===== config.mk =====
export PLATFORM = sky130hd
export DESIGN_NAME = jls_ctrl
export DESIGN_NICKNAME = d
export VERILOG_FILES = /design/src/rtl/jls_pkg.sv /design/src/rtl/jls_ctrl.sv
export SDC_FILE = /design/constraint.sdc
export NUM_CORES = 1
export LEC_CHECK = 0
export BUFFER_PORTS_ARGS = -buffer_cell sky130_fd_sc_hd__buf_4
export CORE_AREA = 2 2 39 41
export CTS_CLUSTER_SIZE = 24
export DETAILED_ROUTE_END_ITERATION = 7
export DIE_AREA = 0 0 41 43
export SETUP_SLACK_MARGIN = 0.05
export SLEW_MARGIN = 10
export SYNTH_ARGS = -nofsm -noshare
export SYNTH_HDL_FRONTEND = slang
export SYNTH_SLANG_ARGS = --single-unit

===== constraint.sdc =====
create_clock -name clk -period 1.25 [get_ports clk]
set_input_delay 0.25 -clock clk [delete_from_list [all_inputs] [get_ports clk]]
set_output_delay 0.25 -clock clk [all_outputs]
set_load 0.01 [all_outputs]

===== src/rtl/jls_pkg.sv =====
`timescale 1ns / 1ps
`default_nettype none
// ----------------------------------------------------------------------------
// jls_pkg
// Shared types and constants of the Jacobi Laplace sweep block.
// ----------------------------------------------------------------------------
package jls_pkg;

  // stream field layout
  localparam int IDX_W       = 6;
  localparam int CELL_W      = 32;
  localparam int OP_W        = 2;
  localparam int IN_TDATA_W  = 48;
  localparam int OUT_TDATA_W = 64;
  localparam int ROW_LSB     = 0;
  localparam int COL_LSB     = ROW_LSB + IDX_W;
  localparam int VAL_LSB     = COL_LSB + IDX_W;

  // configuration port
  localparam int              CFG_IDX_W       = 1;
  localparam int              CFG_DATA_W      = 7;
  localparam logic [CFG_IDX_W-1:0]  REG_GRID_ROWS   = 1'b0;
  localparam logic [CFG_IDX_W-1:0]  REG_GRID_COLS   = 1'b1;
  localparam logic [CFG_DATA_W-1:0] GRID_SIZE_RESET = 7'd64;

  typedef enum logic [OP_W-1:0] {
    OP_WRITE = 2'd0,
    OP_READ  = 2'd1,
    OP_SWEEP = 2'd2,
    OP_NOP   = 2'd3
  } op_t;

  typedef enum logic [2:0] {
    ST_IDLE,
    ST_ACCESS,
    ST_SWEEP,
    ST_DRAIN,
    ST_RESULT
  } state_t;

  typedef struct packed {
    logic latch_item;
    logic sweep_start;
    logic access;
    logic sweep_step;
    logic swap;
    logic load_out;
  } cmd_t;

  typedef struct packed {
    logic sweep_last;
    logic pipe_empty;
  } status_t;

endpackage
`default_nettype wire


===== src/rtl/jls_ctrl.sv =====
`timescale 1ns / 1ps
`default_nettype none
// ----------------------------------------------------------------------------
// jls_ctrl
// Sequencer: takes one item, steps the datapath through access or sweep,
// and hands the result to the output register.
// ----------------------------------------------------------------------------
module jls_ctrl (
  input  wire logic             clk,
  input  wire logic             rst_n,
  input  wire logic             in_tvalid,
  output logic                  in_tready,
  input  wire jls_pkg::op_t     in_op,
  output logic                  out_tvalid,
  input  wire logic             out_tready,
  input  wire jls_pkg::status_t status,
  output jls_pkg::cmd_t         cmd
);
  import jls_pkg::*;

  state_t state_r, state_nxt;
  logic   out_tvalid_r, out_tvalid_nxt;
  logic   accept;
  logic   slot_free;

  assign in_tready  = (state_r == ST_IDLE);
  assign accept     = in_tvalid && in_tready;
  assign slot_free  = !out_tvalid_r || out_tready;
  assign out_tvalid = out_tvalid_r;

  always_comb begin
    state_nxt = state_r;
    case (state_r)
      ST_IDLE: begin
        if (accept) begin
          state_nxt = (in_op == OP_SWEEP) ? ST_SWEEP : ST_ACCESS;
        end
      end
      ST_ACCESS: state_nxt = ST_RESULT;
      ST_SWEEP: begin
        if (status.sweep_last) begin
          state_nxt = ST_DRAIN;
        end
      end
      ST_DRAIN: begin
        if (status.pipe_empty) begin
          state_nxt = ST_RESULT;
        end
      end
      ST_RESULT: begin
        if (slot_free) begin
          state_nxt = ST_IDLE;
        end
      end
      default: state_nxt = ST_IDLE;
    endcase
  end

  always_comb begin
    cmd = '0;
    case (state_r)
      ST_IDLE: begin
        cmd.latch_item  = accept;
        cmd.sweep_start = accept && (in_op == OP_SWEEP);
      end
      ST_ACCESS: cmd.access     = 1'b1;
      ST_SWEEP:  cmd.sweep_step = 1'b1;
      ST_DRAIN:  cmd.swap       = status.pipe_empty;
      ST_RESULT: cmd.load_out   = slot_free;
      default:   cmd            = '0;
    endcase
    out_tvalid_nxt = cmd.load_out || (out_tvalid_r && !out_tready);
  end

  always_ff @(posedge clk) begin
    if (!rst_n) begin
      state_r      <= ST_IDLE;
      out_tvalid_r <= 1'b0;
    end else begin
      state_r      <= state_nxt;
      out_tvalid_r <= out_tvalid_nxt;
    end
  end

endmodule
`default_nettype wire


# ---- After elaboration in Yosys (flattened, before gate mapping)
# Cells that the tools add are included.
dict set report op_classes {
  add_sub_neg 0
  n_shift 0
  div 0
  bitwise 0
  mul 0
  muxes 11
  n_eq_ne 9
  n_reduce_logical 9
  order_cmp 0
}
# cell count
set ops {}
lappend ops {{3-bit case mux with 5 select lines} 1}
lappend ops {{3-bit two-way mux} 4}
lappend ops {{3-bit by 2-bit == test with 1-bit output (second input constant)} 2}
lappend ops {{2-bit inequality test (second input constant)} 3}
lappend ops {{1-bit two-way mux} 4}
lappend ops {{2-bit two-way mux} 2}
lappend ops {{4-bit AND reduction} 1}
lappend ops {{3-bit by 1-bit == test with 1-bit output (second input constant)} 1}
lappend ops {{3-bit == test (second input constant)} 1}
lappend ops {{1-bit logical AND} 3}
lappend ops {{3-bit zero test} 1}
lappend ops {{2-bit == test (second input constant)} 1}
lappend ops {{1-bit zero test} 2}
lappend ops {{1-bit logical OR} 2}
lappend ops {{2-bit by 1-bit inequality test with 1-bit output (second input constant)} 1}
dict set report totals {
  n_memories 0
  wordCells 31
  latchBits 0
  mem_bits_rw 0
  in_bits 8
  regBits 4
  rom_bits 0
  output_inout_bits 8
}

# ---- Logic depth before layout (Yosys ltp)
dict set report logic_depth {
  ltp_word 4
  ltp_mapped 4
  depth_no_buf 3
}

# ---- Least setup slack after synthesis
# No wires, ideal clock.
dict set report synth_timing {
  path_kind {reg2out}
  from {register state_r[1]}
  to {output port cmd[0] (netlist name)}
  t_required_ps 1000
  path_stages_with_launch 4
  path_slack_ps 143
  n_path_buf 1
  t_arrival_ps 857
  path_cell_list {dfxtp_1 > buf_4 > nor3b_2 > nor2b_1}
}
# item line_no
set synth_rtl {}
lappend synth_rtl {{start, declared} jls_ctrl.sv:21} ;# state_t state_r, state_nxt;
lappend synth_rtl {{start signal, assigned} jls_ctrl.sv:80} ;# state_r <= state_nxt;
lappend synth_rtl {{end, declared} jls_ctrl.sv:17} ;# output jls_pkg::cmd_t cmd

==> results by stage <==
Run status:
- The run finished, with violations left.
- The final reports fail on setup timing.

Yosys:
- The most numerous cell in the Yosys netlist is nor2_1.
- The synthesized netlist devotes between 40% and 50% of its cell area to simple gates.
- The fraction of the mapped netlist area in adder cells is 0%.
- After synthesis the netlist holds a flip-flop and latch count of 4.
- The number of nets handed over by synthesis was 41.
- Summing every instance area after synthesis gives roughly 260 sq um.
- The most frequently used flop master after synthesis is dfxtp_1.
- Sorting the synthesized cells by how often they occur yields 5 x nor2_1, 4 x dfxtp_1, 3 x and2b_1, 3 x inv_1, 3 x nor3_1.
- Counting flops with an async set or reset pin after synthesis yields a share of 0%.
- The share of the yosys chip area belonging to registers is a little under a third.
- By area, the combinational part of the netlist is dominated by simple AND/OR/NAND/NOR gates.
- The count of unique library cells instantiated by Yosys is 19.
- Synthesis produced a netlist whose cell count is 33.
- The dominant cell type by area after synthesis is dfxtp_1.
- By area the synthesized netlist is led by dfxtp_1 30%, and2b_1 8.5%, nor2_1 7.1%.
- The multiplexer share of the synthesized area is 0%.
- The portion of synthesized cell area occupied by the leading cell type is between 30% and 40%.
- The xor/xnor cell area share of the yosys netlist is 0%.
- The number of enable flip-flop cells after synthesis is 0.
- The warning count from the yosys run is 0.
- The synthesized-area fraction occupied by ao, oa, aoi and oai cells is between 10% and 20%.
- After synthesis, the mean cell area works out to about 8 sq um.

Timing:
- The max-slew violation total from the final report is 0.
- Once routing completed, OpenROAD measured the worst setup slack at -0.116 ns.
- For the pin with the worst max-slew slack, the measured transition is about 0.28 ns.
- After layout, the worst path uses 109% of the clock period.
- Derived from the worst setup path, the maximum achievable clock frequency is approximately 730 MHz.
- Setup repair after global routing could not meet its margin everywhere.
- Subtracting the final worst setup slack from the clock period gives 1.37 ns.
- Clock skew on the completed layout was measured at slightly below 0.0009 ns.
- The relative slew slack is ~81%.
- The number of hold-slack violations in the final timing report came to 0.
- The final-report setup violation count is 6.

Job:
- The number of violations of the max-capacitance limit is 0.

Routing:
- The count of nets left with antenna violations after detail routing is 0.
- Dividing the detail-routed wire length by the instance count gives approximately 11 microns.
- Summed over all layers, the routed wires come to 877 microns.
- The number of DRC markers after the initial detailed-route iteration is 4.
- The number of vias per cell after detailed routing is between 4 and 5.
- The total DRC errors in the routed layout is 0.
- The first-pass iteration count of the detailed router is 2.
- Summing over every cut layer, the via total after detailed routing is 357.

Clocking:
- The number of CTS-inserted buffers is 3.
- In this run the clock root is driven by a clkbuf_4.
- Clock latency on the worst-skew pair, taken at its later pin, is about 0.24 ns.
- The H-tree level count is 1.
- The clock transition time at the flip-flop clock pins of the worst setup and hold paths is around 0.040 ns.
- In this run the deepest clock path goes through 2 buffers.
- TritonCTS built the clock tree.
- The number of sinks handled by clock tree synthesis is 4.

Floorplan:
- The floorplan step defined a die boundary enclosing between 1500 and 2000 sq um.
- The starting density of the core is a little under a fifth.
- The number of top-level pins is 16.
- The y dimension of the die is about 43 microns.
- The floorplan step defined a core boundary enclosing ~1400 sq um.
- The floorplan step set the die width to 41 microns.
- In this run the core area contains 14 standard-cell rows.

Cells and area:
- Relative to the synthesized area, the layout overhead comes to 118%.
- The layout cell share with drive strength beyond 1 is 71.4%.
- The antenna diode count is 0.
- The number of nets in the layout is 73.

Setup path:
- The highest net fanout along the worst path is 5.
- The startpoint class of the critical path is a flip-flop.
- The category of the most critical setup path is reg2out.
- The startpoint identified for the worst register-to-register timing path is state_r[2].
- The kind of end point of the critical path is an output port.
- The largest stage delay on the critical path is between 0.3 and 0.4 ns.
- The critical path goes through and2b_1 > and3_4 > buf_6.
- At the worst endpoint, the required time is 1.00 ns.
- The highest-delay cell along the critical path is dfxtp_4.
- The launch point of the worst path is state_r[2].
- Data on the critical path arrives at its endpoint at 1.12 ns.

Global routing:
- The first global-routing pass estimated around 1400 microns of wire.
- The pin count of the biggest net entering global routing is 7.
- The via count of the first global-routing pass is 371.
- In the global route stage, overall resource usage came out at 11.7%.
- The initial antenna violation count was 0.
- The sum of overflow across all layers after global routing is 0.

Place:
- In this run the tool buffered the top-level ports with 15 buffer cells.
- The total half-perimeter wirelength after legalization and detailed placement is approximately 540 microns.
- The worst setup timing slack at the placement stage is roughly 0.031 ns.
- At the end of routability-driven placement, the weighted congestion stood at just over 0.7.

Pwr:
- The sequential share of power is a little under a third.
- The static leakage power is 0.284 nW.
- The fraction of power spent switching nets is between 20% and 30%.
- The clock network fraction of total power is a little over a third.
- The combinational power share is roughly 33%.
- The worst vdd rail ir drop is ~240 uV.
- The power per cell area is roughly 810 nW/um^2.
- The internal power component is around 340 uW.
- The switching component of the power is around 130 uW.
- After layout, the design draws a total of approximately 470 uW.

Worst hold path:
- The worst hold path belongs to the class in2reg.
- The hold path startpoint is status[1].
## kinds of logic after synthesis
| logic type | count (synthesis) |
|---|---|
| DFF | 4 |
| AOI/OAI and AO/OA | 6 |
| buffers and inverters | 4 |
| and+or+nand+nor | 19 |
## flip-flops by register name, indices dropped and copies added, names as in the netlist
name and count:
out_tvalid 1, state_r 3
## power groups by stage
| stage | clock network [mW] | logic, mW | registers [mW] |
|---|---|---|---|
| after floorplan | 0 | 0.0518 | 0.146 |
| after global placement | 0 | 0.108 | 0.149 |
| after detailed placement | 0 | 0.108 | 0.149 |
| after CTS | 0.172 | 0.148 | 0.144 |
| after global routing | 0.178 | 0.167 | 0.148 |
| final | 0.166 | 0.155 | 0.147 |
## what timing repair did
action,in CTS,in global routing
hold buffers,0,0
setup buffers,9,0
setup endpoints to repair,7,8
gates resized for setup,15,5
gates cloned,0,0
pin swaps,5,3
## metal layers
metal	track usage, %	part of all wire (%)	vias to the layer above
met3	0	2.7	2
met1	13.2	40	171
li1	-	-	175
met5	0	0	-
met2	19.1	55	9
met4	10.0	2.2	0
## critical path: cells and delay by family, from the launching register on
family	cells	cell delay, ns
simple gates	2	0.42
buf+inv	1	0.09
flops	1	0.36
## layout by cell type, fill, tap and decap left out, types with 2 or more instances in the layout
cell type and n:
and2b_1 3, buf_4 23, buf_6 5, clkbuf_4 3, dfxtp_4 3, inv_1 2
nor2_1 4, nor3_2 3
## final timing paths
check	endpoint	slack (ns)	depth (start not counted)
max	cmd[1]	-0.12	3
min	state_r[0]	0.29	3
max reg2reg	state_r[2]	0.09	5
min reg2reg	state_r[1]	0.58	2
## area by class of cell
type                       instances  area [sq um]
clock buffer                       3          22.5
fill                             141           810
inverter                           3          11.3
multi-input combinational         25           200
sequential                         4          91.3
tap                               16          20.0
timing repair buffer              28           229
## stage by stage
step / util (%) / setup TNS [ns] / hold WS, ns / std cells / area (sq um)
CTS: 40.4 / -0.406 / 0.291 / 79 / 559
finish: 41.5 / -0.381 / 0.295 / 79 / 574
global route: 41.5 / -0.641 / 0.309 / 79 / 574
detailed placement: 30.3 / 0 / 0.539 / 67 / 419
global placement: 30.3 / 0 / 0.543 / 67 / 419
floorplan: - / 0 / 0.422 / 33 / 264
Power figures use the tool's default switching activity.
